### src/rtl/core/mbrq_pkg.sv
// Types, codes and helpers for the box range query block.
`default_nettype none
package mbrq_pkg;

    localparam int MAX_DIMS = 4;
    localparam int COORD_W  = 32;
    localparam int ID_W     = 16;
    localparam int ROW_W    = MAX_DIMS * COORD_W;
    localparam logic [COORD_W-1:0] SIGN_FLIP = 32'h8000_0000;
    localparam logic [2:0] DIMS_RESET = 3'd3;

    localparam logic [1:0] OP_INSERT = 2'd0;
    localparam logic [1:0] OP_START  = 2'd1;
    localparam logic [1:0] OP_FETCH  = 2'd2;

    localparam logic [2:0] IDX_HOLD  = 3'd0;
    localparam logic [2:0] IDX_ZERO  = 3'd1;
    localparam logic [2:0] IDX_INC   = 3'd2;
    localparam logic [2:0] IDX_DEC   = 3'd3;
    localparam logic [2:0] IDX_COUNT = 3'd4;

    localparam logic [1:0] CUR_HOLD = 2'd0;
    localparam logic [1:0] CUR_ZERO = 2'd1;
    localparam logic [1:0] CUR_INC  = 2'd2;

    localparam logic [1:0] OA_IDX    = 2'd0;
    localparam logic [1:0] OA_IDX_M1 = 2'd1;
    localparam logic [1:0] OA_CUR    = 2'd2;

    localparam logic [1:0] RES_ZERO   = 2'd0;
    localparam logic [1:0] RES_FOUND  = 2'd1;
    localparam logic [1:0] RES_REJECT = 2'd2;

    typedef struct packed {
        logic [1:0]                op;
        logic signed [COORD_W-1:0] key_0;
        logic signed [COORD_W-1:0] key_1;
        logic signed [COORD_W-1:0] key_2;
        logic signed [COORD_W-1:0] key_3;
        logic signed [COORD_W-1:0] upper_0;
        logic signed [COORD_W-1:0] upper_1;
        logic signed [COORD_W-1:0] upper_2;
        logic signed [COORD_W-1:0] upper_3;
        logic [ID_W-1:0]           point_id;
    } t_in_req;

    typedef struct packed {
        logic            found;
        logic [ID_W-1:0] result_id;
        logic            rejected;
    } t_out_res;

    typedef struct packed {
        logic       load_req;
        logic       wr_point;
        logic       box_load;
        logic [2:0] idx_op;
        logic [1:0] cur_op;
        logic       ord_rd;
        logic [1:0] ord_addr;
        logic       row_rd;
        logic       ord_wr_shift;
        logic       ord_wr_place;
        logic       pos_load;
        logic       res_load;
        logic [1:0] res_kind;
    } t_dp_cmd;

    typedef struct packed {
        logic [1:0] op;
        logic       full;
        logic       idx_lt_count;
        logic       cur_lt_count;
        logic       idx_gt_pos;
        logic       key_le;
        logic       key_lt_low;
        logic       key_gt_high;
        logic       other_in;
    } t_dp_status;

    // Flipping the sign bit makes an unsigned compare follow signed order.
    function automatic logic [COORD_W-1:0] biased(input logic [COORD_W-1:0] v);
        return v ^ SIGN_FLIP;
    endfunction

endpackage
`default_nettype wire

### src/rtl/core/mbrq_ctrl.sv
// Controller: sequences insert, start-search and fetch over the datapath.
`default_nettype none
module mbrq_ctrl
    import mbrq_pkg::*;
(
    input  wire logic       i_clk,
    input  wire logic       i_rst_n,
    input  wire logic       i_in_valid,
    output logic            o_in_stall,
    output logic            o_out_valid,
    input  wire logic       i_out_stall,
    input  wire t_dp_status i_status,
    output t_dp_cmd         o_cmd
);
    localparam logic [3:0] S_IDLE     = 4'd0;
    localparam logic [3:0] S_DEC      = 4'd1;
    localparam logic [3:0] S_INS_ORD  = 4'd2;
    localparam logic [3:0] S_INS_ROW  = 4'd3;
    localparam logic [3:0] S_INS_EVAL = 4'd4;
    localparam logic [3:0] S_SH_CHK   = 4'd5;
    localparam logic [3:0] S_SH_WR    = 4'd6;
    localparam logic [3:0] S_PLACE    = 4'd7;
    localparam logic [3:0] S_ST_ORD   = 4'd8;
    localparam logic [3:0] S_ST_ROW   = 4'd9;
    localparam logic [3:0] S_ST_EVAL  = 4'd10;
    localparam logic [3:0] S_FE_ORD   = 4'd11;
    localparam logic [3:0] S_FE_ROW   = 4'd12;
    localparam logic [3:0] S_FE_EVAL  = 4'd13;
    localparam logic [3:0] S_DONE     = 4'd14;

    logic [3:0] r_state, n_state;
    logic [1:0] r_kind, n_kind;
    logic       r_out_valid, n_out_valid;

    always_comb begin
        n_state = r_state;
        n_kind  = r_kind;
        o_cmd   = '0;
        unique case (r_state)
            S_IDLE: begin
                if (i_in_valid) begin
                    o_cmd.load_req = 1'b1;
                    n_state = S_DEC;
                end
            end
            S_DEC: begin
                n_kind  = RES_ZERO;
                n_state = S_DONE;
                priority case (i_status.op)
                    OP_INSERT: begin
                        if (i_status.full) begin
                            n_kind = RES_REJECT;
                        end else begin
                            o_cmd.wr_point = 1'b1;
                            o_cmd.idx_op   = IDX_ZERO;
                            n_state = S_INS_ORD;
                        end
                    end
                    OP_START: begin
                        o_cmd.box_load = 1'b1;
                        o_cmd.cur_op   = CUR_ZERO;
                        n_state = S_ST_ORD;
                    end
                    OP_FETCH: n_state = S_FE_ORD;
                    default: ;
                endcase
            end
            S_INS_ORD: begin
                if (i_status.idx_lt_count) begin
                    o_cmd.ord_rd   = 1'b1;
                    o_cmd.ord_addr = OA_IDX;
                    n_state = S_INS_ROW;
                end else begin
                    o_cmd.pos_load = 1'b1;
                    o_cmd.idx_op   = IDX_COUNT;
                    n_state = S_SH_CHK;
                end
            end
            S_INS_ROW: begin
                o_cmd.row_rd = 1'b1;
                n_state = S_INS_EVAL;
            end
            S_INS_EVAL: begin
                if (i_status.key_le) begin
                    o_cmd.idx_op = IDX_INC;
                    n_state = S_INS_ORD;
                end else begin
                    o_cmd.pos_load = 1'b1;
                    o_cmd.idx_op   = IDX_COUNT;
                    n_state = S_SH_CHK;
                end
            end
            S_SH_CHK: begin
                if (i_status.idx_gt_pos) begin
                    o_cmd.ord_rd   = 1'b1;
                    o_cmd.ord_addr = OA_IDX_M1;
                    n_state = S_SH_WR;
                end else begin
                    n_state = S_PLACE;
                end
            end
            S_SH_WR: begin
                o_cmd.ord_wr_shift = 1'b1;
                o_cmd.idx_op       = IDX_DEC;
                n_state = S_SH_CHK;
            end
            S_PLACE: begin
                o_cmd.ord_wr_place = 1'b1;
                n_kind  = RES_ZERO;
                n_state = S_DONE;
            end
            S_ST_ORD: begin
                if (i_status.cur_lt_count) begin
                    o_cmd.ord_rd   = 1'b1;
                    o_cmd.ord_addr = OA_CUR;
                    n_state = S_ST_ROW;
                end else begin
                    n_state = S_DONE;
                end
            end
            S_ST_ROW: begin
                o_cmd.row_rd = 1'b1;
                n_state = S_ST_EVAL;
            end
            S_ST_EVAL: begin
                if (i_status.key_lt_low) begin
                    o_cmd.cur_op = CUR_INC;
                    n_state = S_ST_ORD;
                end else begin
                    n_state = S_DONE;
                end
            end
            S_FE_ORD: begin
                if (i_status.cur_lt_count) begin
                    o_cmd.ord_rd   = 1'b1;
                    o_cmd.ord_addr = OA_CUR;
                    n_state = S_FE_ROW;
                end else begin
                    n_state = S_DONE;
                end
            end
            S_FE_ROW: begin
                o_cmd.row_rd = 1'b1;
                n_state = S_FE_EVAL;
            end
            S_FE_EVAL: begin
                // The first-axis bound ends the walk without moving the cursor.
                if (i_status.key_gt_high) begin
                    n_state = S_DONE;
                end else if (i_status.other_in) begin
                    o_cmd.cur_op = CUR_INC;
                    n_kind  = RES_FOUND;
                    n_state = S_DONE;
                end else begin
                    o_cmd.cur_op = CUR_INC;
                    n_state = S_FE_ORD;
                end
            end
            S_DONE: begin
                if (!r_out_valid || !i_out_stall) begin
                    o_cmd.res_load = 1'b1;
                    o_cmd.res_kind = r_kind;
                    n_state = S_IDLE;
                end
            end
            default: n_state = S_IDLE;
        endcase
    end

    always_comb begin
        n_out_valid = r_out_valid && i_out_stall;
        if (o_cmd.res_load) begin
            n_out_valid = 1'b1;
        end
    end

    always_ff @(posedge i_clk) begin
        if (!i_rst_n) begin
            r_state     <= S_IDLE;
            r_kind      <= RES_ZERO;
            r_out_valid <= 1'b0;
        end else begin
            r_state     <= n_state;
            r_kind      <= n_kind;
            r_out_valid <= n_out_valid;
        end
    end

    assign o_in_stall  = (r_state != S_IDLE);
    assign o_out_valid = r_out_valid;

endmodule
`default_nettype wire

### config.mk
export PLATFORM = sky130hd
export DESIGN_NAME = mbrq_ctrl
export DESIGN_NICKNAME = d
export VERILOG_FILES = /design/src/rtl/core/mbrq_pkg.sv /design/src/rtl/core/mbrq_ctrl.sv
export SDC_FILE = /design/constraint.sdc
export NUM_CORES = 1
export LEC_CHECK = 0
export ABC_AREA = 1
export BUFFER_PORTS_ARGS = -buffer_cell sky130_fd_sc_hd__buf_2
export CORE_UTILIZATION = 50
export DETAILED_ROUTE_END_ITERATION = 16
export PLACE_DENSITY = 0.84
export SYNTH_ARGS = -nofsm -noshare
export SYNTH_HDL_FRONTEND = slang
export SYNTH_SLANG_ARGS = --single-unit
### constraint.sdc
create_clock -name i_clk -period 3.2 [get_ports i_clk]
set_input_delay 0.32 -clock i_clk [delete_from_list [all_inputs] [get_ports i_clk]]
set_output_delay 0.32 -clock i_clk [all_outputs]
set_load 0.02 [all_outputs]
==> results of run 1 <==
## logic make-up after synthesis
group | Yosys count | synth area share (%)
and+or+nand+nor | 84 | 50.2
buffers and inverters | 24 | 11.9
AOI/OAI and AO/OA | 15 | 11.9
DFF | 7 | 18.0
adders and majority gates | 5 | 8.04
## critical path: stages, from the launching register on
cell	delay, ns
dfxtp_1	0.53
inv_2	0.07
nor2_2	0.17
inv_1	0.11
o32ai_1	0.22
buf_2	0.21
## state kept, by name, summed over array words and instances (netlist names)
register and cells:
r_kind 2, o_out_valid 1, r_state 4
## per-stage QoR
stage          hold slack (ns)  instance area, um^2
2_1_floorplan            0.418                  778
3_3_place_gp             0.453                  962
3_5_place_dp             0.464                  962
4_1_cts                  0.301                  988
5_1_grt                  0.317                  988
6_report                 0.305                  988
## final timing paths
path                            slack [ns]                      end                     from
worst max-delay path                  1.31                o_cmd[11]  r_state[1]$_SDFFE_PN0P_
worst min-delay path                  0.31  r_state[3]$_SDFFE_PN0P_                  i_rst_n
worst max register to register        1.78  r_state[2]$_SDFFE_PN0P_  r_state[1]$_SDFFE_PN0P_
worst min register to register        0.46   r_kind[1]$_SDFFE_PN0P_   r_kind[1]$_SDFFE_PN0P_
## area by class of cell
cell class,instances,area (um^2)
Multi-Input combinational cell,104,546
Fill cell,127,378
Timing Repair Buffer,33,165
Sequential cell,7,140
Inverter,24,92.6
Clock buffer,4,26.3
Tap cell,15,18.8
## cell usage in the layout (no fill, tap or decap), types with 2 or more instances in the layout
master	Yosys	routed
o211ai_1	2	2
buf_2	0	33
inv_1	17	17
nand2_2	5	5
clkbuf_4	0	3
inv_2	6	6
nor2_2	5	5
nand3_1	13	13
dfxtp_1	7	7
o21ai_0	2	2
nand3b_1	2	2
nand2_1	31	31
ha_1	5	5
a21oi_1	5	5
nor2_4	3	3
nor2_1	22	22
o21ai_1	2	2
nor3_1	3	3
## synth_stat cells
cell type	n
nor2_4	3
o21ai_2	1
inv_2	6
nor2_1	22
nand3b_1	2
inv_4	1
nand3_1	13
nor3_1	3
o32ai_1	1
o22ai_1	1
o21ai_0	2
nor2_2	5
ha_1	5
inv_1	17
o211ai_1	2
dfxtp_1	7
o21ai_1	2
nand2_1	31
a21oi_1	5
nand2_2	5
o2111ai_1	1
## per-layer routing
metal	track usage (%)	share of wire (%)
met3	7.83	7.1
met1	30.4	43
met4	6.45	1.7
met5	0	0
met2	43.4	49
## power groups by stage
stage	registers [mW]	clock network, mW	logic, mW
detailed placement	0.139	0	0.327
CTS	0.138	0.0798	0.332
global placement	0.138	0	0.320
global route	0.141	0.0842	0.370
floorplan	0.135	0	0.242
finish	0.139	0.0792	0.334
==> summary.txt, run 1 <==
Logic synthesis
  – Seq/Total Area, Yosys: 18.0%
  – Mapped Nets: 154
  – Top post-synthesis cells by area: dfxtp_1, nand2_1, nor2_1
  – Gate Count Post-Synth: 135
  – YS warnings: 0
  – Top-area cell type share of the netlist area: 18.0%
  – Mapped cell area: 778 um^2
  – Synth unique cells: 21
  – Synth Register Bits: 7
  – Syn avg cell area: 5.76 um^2
  – Synth area leader: dfxtp_1

Detailed routing
  – Vias per inst: 5.27
  – Final wirelength: 2.06 mm
  – Drt pass-1 iters: 4
  – Post-route ant nets: 0
  – Vias: 986
  – DRC: 0
  – DR iter-0 viols: 38
  – DR WL/cell: 11.0 um

Cells and area
  – Util after Layout: 72.3%
  – Final-stage net count: 192
  – Share of layout cells above drive strength 1: 33.1%
  – Cell Count, Final, Fillers Out: 187
  – Area Overhead vs Synth: 27.0%
  – Antenna cells: 0

Clock network
  – CTS tree: yes
  – PostCTS Resize Cnt: 0
  – CTS Hold Bufs: 0
  – CTS max path bufs: 2
  – Clock sink count: 7
  – Root Driver: clkbuf_4
  – Clk_lat worst skew: 0.25 ns
  – Clk slew on worst S/H paths: 0.05 ns
  – Cts bufs inserted: 3
  – Number of post-CTS setup repair buffers: 0
  – CTS H-tree depth: 1

Timing
  – Max Slew Vio Count: 0
  – Final hold vios: 0
  – Slew @ Worst Pin: 0.352 ns
  – Maximum clock frequency: 530 MHz
  – Final TNS setup: 0 ns
  – Final period util: 59.0%
  – Tmin final: 1.89 ns
  – Setup violators final: 0
  – Unrepaired setup endpoints after global routing: no
  – Final setup margin: 1.31 ns
  – Clk_skew: 0.00580 ns
  – Slew headroom: 76.5%

Power and ir drop
  – Switch share: 53.0%
  – Clock share of power: 14.4%
  – Combinational Power Share: 60.5%
  – Static Leak: 0.605 nW
  – Total power: 552 uW
  – Psw: 293 uW
  – Pwr dens: 558 nW/um^2
  – Reg power frac: 25.1%
  – Maximum vdd drop: 0.370 mV
  – Cell internal pwr: 259 uW

Critical path
  – CP Class: reg2out
  – CP Capture Type: output port
  – WP data required: 2.88 ns
  – Arr. time, crit path: 1.57 ns
  – Type of origin of the critical path: flop
  – Reg2Reg Depth: 7
  – CP max FO: 7

Place
  – Worst Setup Slack post-DPL: 1.62 ns
  – Routability Congestion: 0.909
  – Post-DP HPWL: 1.69 mm
  – Placed insts: 183
  – Number of I/O port buffers: 33

Floorplanning
  – FP Rows: 13
  – Core area: 1370 um^2
  – Die area: 1720 um^2
  – Die extent in y: 41.5 um
  – I/O pins: 34
  – Horiz. Die Dim: 41.5 um
  – Starting density of the core: 57.0%

Global route
  – GRT Total Usage: 25.3%
  – Overflow after GRT: 0
  – First-pass GRT wire length: 3.48 mm
  – Vias in the first global route: 872
  – Largest net degree at the start of global routing: 8
  – Initial antenna violation count: 0

Run status
  – Outcome: completed

Hold path
  – Worst Hold Path Cells: 3
  – Worst Hold Class: in2reg

Run
  – Max-cap viol count: 0
Note: power is estimated with default switching activity, not from simulation.
==> run 2: changes to the inputs <==
--- a/config.mk
+++ b/config.mk
@@ -5,11 +5,11 @@
 export SDC_FILE = /design/constraint.sdc
 export NUM_CORES = 1
 export LEC_CHECK = 0
-export ABC_AREA = 1
+export ABC_AREA = 0
 export BUFFER_PORTS_ARGS = -buffer_cell sky130_fd_sc_hd__buf_2
-export CORE_UTILIZATION = 50
+export CORE_UTILIZATION = 48
 export DETAILED_ROUTE_END_ITERATION = 16
-export PLACE_DENSITY = 0.84
+export PLACE_DENSITY = 0.79
 export SYNTH_ARGS = -nofsm -noshare
 export SYNTH_HDL_FRONTEND = slang
 export SYNTH_SLANG_ARGS = --single-unit
==> constraint.sdc (replaced) <==
create_clock -name i_clk -period 1.78 [get_ports i_clk]
set_input_delay 0.178 -clock i_clk [delete_from_list [all_inputs] [get_ports i_clk]]
set_output_delay 0.178 -clock i_clk [all_outputs]
set_load 0.02 [all_outputs]
==> run 2 against run 1 <==
Compared with the run above: power grew to 2.8 times the previous value; die area grew 16%; utilization shrank 9.3 points; clock skew shrank 0.0056 ns; routed wire length grew 7.0%; combinational power grew to 3.2 times the previous value; sequential share of layout area shrank 0.94 points; clock-buffer cell count is the same; largest cell class unchanged.
==> summary.txt, run 2 <==
Logic synthesis
  – Top-count cell post-synth: nor2_1
  – Synth area leader: dfxtp_1
  – Mux cell area share after synthesis: 3.59%
  – Post-synth top flop: dfxtp_1
  – Compound-Gate Fraction of Synth Area: 25.7%
  – Largest family of logic cells by synthesized area: simple AND/OR/NAND/NOR gates
  – Syn avg cell area: 7.65 um^2
  – XOR/XNOR Fraction of Synth Area: 2.01%
  – YS warnings: 0
  – Mapped cell area: 872 um^2
  – Synth unique cells: 45
  – Post-synthesis adder-cell area fraction: 7.17%
  – Top-area cell type share of the netlist area: 16.1%
  – Post-synth EDFFs: 0
  – Post-synth top cells: nor2_1, dfxtp_1, nand2_1, nor3_1, o21ai_0
  – Synth Register Bits: 7
  – Gate Count Post-Synth: 114
  – Synth Area in Simple Gates: 36.4%
  – Async S/R FF share, synth: 0%
  – Seq/Total Area, Yosys: 16.1%
  – Top post-synthesis cells by area: dfxtp_1, ha_1, nor2_1
  – Mapped Nets: 133

Floorplanning
  – Horiz. Die Dim: 44.6 um
  – Starting density of the core: 51.1%
  – I/O pins: 34
  – Core area: 1710 um^2
  – FP Rows: 15
  – Die extent in y: 44.6 um
  – Die area: 1990 um^2

Detailed routing
  – DR iter-0 viols: 23
  – DRC: 0
  – Vias per inst: 5.61
  – DR WL/cell: 12.7 um
  – Final wirelength: 2.21 mm
  – Post-route ant nets: 0
  – Drt pass-1 iters: 4
  – Vias: 970

Global route
  – First-pass GRT wire length: 3.78 mm
  – Largest net degree at the start of global routing: 17
  – Vias in the first global route: 877
  – Initial antenna violation count: 0
  – Overflow after GRT: 0
  – GRT Total Usage: 25.3%

Critical path
  – Type of origin of the critical path: flop
  – Critical Path Start: r_state[3]$_SDFFE_PN0P_
  – Worst flop-to-flop path startpoint: r_state[1]$_SDFFE_PN0P_
  – CP Class: reg2out
  – WP data required: 1.60 ns
  – CP Capture Type: output port
  – CP max FO: 3
  – Arr. time, crit path: 1.54 ns

Power and ir drop
  – Pwr dens: 1440 nW/um^2
  – Maximum vdd drop: 0.991 mV
  – Total power: 1.55 mW
  – Static Leak: 0.556 nW

Cells and area
  – Final-stage net count: 168
  – Top reg by flops: r_state
  – Most common cell after layout, fill and taps aside: buf_2
  – Final instance area: 1080 um^2
  – Antenna cells: 0
  – Register area: 143 um^2
  – Area Overhead vs Synth: 23.5%
  – Most frequent cells in the layout: buf_2, nor2_1
  – Multi-input combinational cell area: 656 um^2
  – Count of filler cells inserted in the layout: 152
  – Share of layout cells above drive strength 1: 33.8%
  – Max FFs per register: 4

Timing
  – Tmin final: 1.72 ns
  – Slew headroom: 79.6%
  – Unrepaired setup endpoints after global routing: no
  – Final setup margin: 0.0581 ns
  – Maximum clock frequency: 581 MHz
  – Hold slack: 0.229 ns
  – Setup violators final: 0
  – Final TNS setup: 0 ns
  – Slew @ Worst Pin: 0.306 ns
  – Final hold vios: 0
  – Max Slew Vio Count: 0
  – Clk_skew: 0.000203 ns
  – Final period util: 96.7%

Clock network
  – Clock sink count: 7
  – Number of post-CTS setup repair buffers: 0
  – Root Driver: clkbuf_4
  – CTS max path bufs: 2
  – Clk slew on worst S/H paths: 0.05 ns
  – CTS H-tree depth: 1
  – Cts bufs inserted: 3
  – Clk_lat worst skew: 0.25 ns
  – CTS tree: yes

Hold path
  – Hold_sp: i_rst_n
  – Worst Hold Class: in2reg

Place
  – Worst Setup Slack post-DPL: 0.198 ns
  – Placed cell area: 1050 um^2
  – Routability Congestion: 0.852
  – Number of I/O port buffers: 33
  – Post-DP HPWL: 1.73 mm

Run status
  – Outcome: completed

Run
  – Max-cap viol count: 0
==> run 2: cell types whose count changed after synthesis, sizes merged, moves of 4 or more <==
| cell | change |
|---|---|
| nand2 | -29 |
| inv | -21 |
| nor2 | -20 |
| buf | +9 |
| nand3 | -9 |
| nor2b | +5 |
| and2 | +4 |
| and3 | +4 |
| nand2b | +4 |
==> run 2: power breakdown <==
group | switching (mW) | internal, mW | total (mW)
Combinational | 0.611 | 0.458 | 1.07
Clock | 0.0608 | 0.0857 | 0.147
Sequential | 0.127 | 0.207 | 0.334
Total | 0.799 | 0.750 | 1.55
==> run 2: worst paths after layout <==
path / end / slack, ns / cells after the start
worst max-delay path: o_cmd[0] / 0.06 / 5
worst min-delay path: r_state[2]$_SDFFE_PN0P_ / 0.23 / 2
worst max register to register: r_kind[0]$_SDFFE_PN0P_ / 0.38 / 4
worst min register to register: r_kind[1]$_SDFFE_PN0P_ / 0.46 / 2
==> run 2: layout make-up <==
cell class	instances	share of cell area (%)
inverter	3	1.05
tap	25	2.90
timing repair buffer	39	19.5
multi-input combinational	95	60.9
clock buffer	4	2.44
sequential	7	13.2
==> run 2: routing by layer <==
| metal | up-vias | track usage (%) | part of all wire, % |
|---|---|---|---|
| li1 | 479 | - | - |
| met1 | 443 | 34.2 | 47 |
| met2 | 46 | 38.8 | 47 |
| met3 | 2 | 5.71 | 5.4 |
| met4 | 0 | 9.70 | 0.50 |
| met5 | - | 0 | 0 |
==> run 2: through the flow <==
stage	cells	util, %
floorplan	114	-
global placement	169	61.2
detailed placement	169	61.2
CTS	173	62.9
global route	173	63.1
finish	173	63.1
==> run 2: cells by family (layout without fill, tap and decap cells) <==
family / Yosys count / count (layout)
simple gates: 54 / 54
xor+xnor: 2 / 2
fa+ha+maj: 5 / 5
mux: 3 / 3
buf+inv: 12 / 46
flops: 7 / 7
compound gates: 31 / 31
==> run 2: worst max-delay path, cell delays in order (launching register included) <==
cell and delay, ns:
dfxtp_1 0.35, nor2b_1 0.26, nand3_1 0.14, a21oi_1 0.23
and2_1 0.16, buf_2 0.16
==> run 2: timing repair <==
action,in CTS,in global routing
hold buffers,0,0
pin swaps,0,0
gates resized for setup,2,1
setup endpoints to repair,5,4
endpoints found under the hold margin,0,0
==> run 3: changes to the inputs <==
--- a/config.mk
+++ b/config.mk
@@ -7,9 +7,10 @@
 export LEC_CHECK = 0
 export ABC_AREA = 0
 export BUFFER_PORTS_ARGS = -buffer_cell sky130_fd_sc_hd__buf_2
-export CORE_UTILIZATION = 48
+export CORE_UTILIZATION = 50
+export CTS_BUF_LIST = sky130_fd_sc_hd__clkbuf_4 sky130_fd_sc_hd__clkbuf_8 sky130_fd_sc_hd__clkbuf_16
 export DETAILED_ROUTE_END_ITERATION = 16
-export PLACE_DENSITY = 0.79
+export PLACE_DENSITY = 0.83
 export SYNTH_ARGS = -nofsm -noshare
 export SYNTH_HDL_FRONTEND = slang
 export SYNTH_SLANG_ARGS = --single-unit
==> constraint.sdc (replaced) <==
create_clock -name i_clk -period 2.1 [get_ports i_clk]
set_input_delay 0.21 -clock i_clk [delete_from_list [all_inputs] [get_ports i_clk]]
set_output_delay 0.21 -clock i_clk [all_outputs]
set_load 0.02 [all_outputs]
==> run 3 against run 2 <==
Compared with the run above: the run now ends with design-rule violations left; global-route usage fell by 0.27 points; non-clock buffer count fell by 4; clock skew rose by 0.0038 ns; critical path depth did not move.
==> summary.txt, run 3 (synthesis gave the netlist of run 2 again) <==
Cells and area
  – Final instance area: 1030 um^2
  – Area Overhead vs Synth: 18.7%
  – Share of layout cells above drive strength 1: 31.9%
  – Top reg by flops: r_state
  – Most common cell after layout, fill and taps aside: buf_2
  – Final-stage net count: 164
  – Max FFs per register: 4
  – Antenna cells: 0
  – Most frequent cells in the layout: buf_2, nor2_1, nand2_1, nor3_1, o21ai_0

Timing
  – Tmin final: 1.87 ns
  – Max Slew Vio Count: 0
  – Clk_skew: 0.00400 ns
  – Setup violators final: 0
  – Final hold vios: 0
  – Slew @ Worst Pin: 0.399 ns
  – Maximum clock frequency: 534 MHz
  – Unrepaired setup endpoints after global routing: no
  – Final period util: 89.1%
  – Slew headroom: 73.3%
  – Final TNS setup: 0 ns

Floorplanning
  – I/O pins: 34
  – Starting density of the core: 55.9%
  – FP Rows: 14
  – Die area: 1920 um^2
  – Horiz. Die Dim: 43.8 um
  – Die extent in y: 43.8 um
  – Core area: 1560 um^2

Global route
  – Vias in the first global route: 863
  – GRT Total Usage: 25.0%
  – Overflow after GRT: 0
  – Initial antenna violation count: 0
  – Largest net degree at the start of global routing: 23
  – First-pass GRT wire length: 3.66 mm

Critical path
  – Worst path max stage delay: 0.43 ns
  – CP max FO: 20
  – FF-to-FF End: r_kind[0]$_SDFFE_PN0P_
  – Arr. time, crit path: 1.66 ns
  – CP Capture Type: output port
  – Worst flop-to-flop path startpoint: r_state[1]$_SDFFE_PN0P_
  – Reg2Reg Depth: 4
  – CP Capture Point: o_cmd[0]
  – WP buf/inv: 1
  – Slowest stage cell, crit path: dfxtp_2
  – CP Class: reg2out
  – Type of origin of the critical path: flop
  – Worst path depth: 5
  – Worst-path cell chain: nor2b_1, nand3_1, a21oi_1, and2_1, buf_2
  – WP data required: 1.89 ns
  – Top cell family by delay on the critical path: simple AND/OR/NAND/NOR gates
  – Critical Path Start: r_state[0]$_SDFFE_PN0P_
  – Register-to-register setup slack: 0.60 ns

Power and ir drop
  – Maximum vdd drop: 0.673 mV
  – Static Leak: 0.537 nW
  – Pwr dens: 1220 nW/um^2

Detailed routing
  – Post-route ant nets: 0
  – Final wirelength: 2.23 mm
  – Vias: 961
  – Drt pass-1 iters: 11
  – Vias per inst: 6.01
  – DR WL/cell: 13.9 um
  – DR iter-0 viols: 20
  – DRC: 4

Clock network
  – Clk_lat worst skew: 0.25 ns
  – CTS H-tree depth: 1
  – Cts bufs inserted: 3
  – CTS Hold Bufs: 0
  – CTS max path bufs: 2
  – Clk slew on worst S/H paths: 0.06 ns
  – Clock sink count: 7
  – PostCTS Resize Cnt: 0
  – Number of post-CTS setup repair buffers: 0
  – Root Driver: clkbuf_4
  – CTS tree: yes

Run status
  – Outcome: finished with violations
  – Failing checks: design-rule violations

Run
  – Max-cap viol count: 0

Place
  – Placed cell area: 1000 um^2
  – Routability Congestion: 0.892
  – Number of I/O port buffers: 33
  – Post-DP HPWL: 1.69 mm

Hold path
  – Worst Hold Class: in2reg
## run 3: changes by cell type in the layout (fill, tap and decap cells not counted)
cell	before	now
clkbuf_1	1	0
nor2_1	9	10
nor2_2	1	0
clkinv_2	0	1
buf_4	6	2
## run 3: metal layers
layer | up-vias | GRT usage [%] | share of wire [%]
met5 | - | 0 | 0
met2 | 50 | 42.4 | 48
met1 | 435 | 31.5 | 43
li1 | 470 | - | -
met4 | 0 | 6.88 | 1.3
met3 | 6 | 5.83 | 7.1
## run 3: area by class of cell
class / count / area (um^2)
clock inverters: 1 / 5.00
repair buffers: 35 / 180
multi-input cells: 95 / 653
fillers: 148 / 524
inverters: 3 / 11.3
well taps: 16 / 20.0
flip-flops and latches: 7 / 143
clock buffers: 3 / 22.5
## run 3: worst min path at each step
stage / from / end / slack, ns / cells after the start
floorplan: i_status[7] / r_kind[1]$_SDFFE_PN0P_ / 0.38 / 2
global placement: r_kind[1]$_SDFFE_PN0P_ / r_kind[1]$_SDFFE_PN0P_ / 0.45 / 2
detailed placement: r_kind[1]$_SDFFE_PN0P_ / r_kind[1]$_SDFFE_PN0P_ / 0.46 / 2
CTS: i_rst_n / r_state[2]$_SDFFE_PN0P_ / 0.28 / 2
global route: i_rst_n / r_state[1]$_SDFFE_PN0P_ / 0.29 / 2
finish: i_rst_n / r_state[2]$_SDFFE_PN0P_ / 0.29 / 2
## run 3: through the flow
step	utilization (%)	setup WS [ns]	std cells	total power, mW	hold slack (ns)
2_1_floorplan	-	0.446	114	0.976	0.377
3_3_place_gp	64.4	0.375	156	1.09	0.454
3_5_place_dp	64.4	0.329	156	1.12	0.464
4_1_cts	66.2	0.0466	160	1.25	0.279
5_1_grt	66.4	0.111	160	1.36	0.286
6_report	66.4	0.228	160	1.26	0.286
## run 3: power breakdown
part / total (mW) / switching, mW / internal (mW)
sequential: 0.294 / 0.119 / 0.175
clock: 0.123 / 0.0532 / 0.0697
combinational: 0.843 / 0.499 / 0.345
total: 1.26 / 0.671 / 0.590
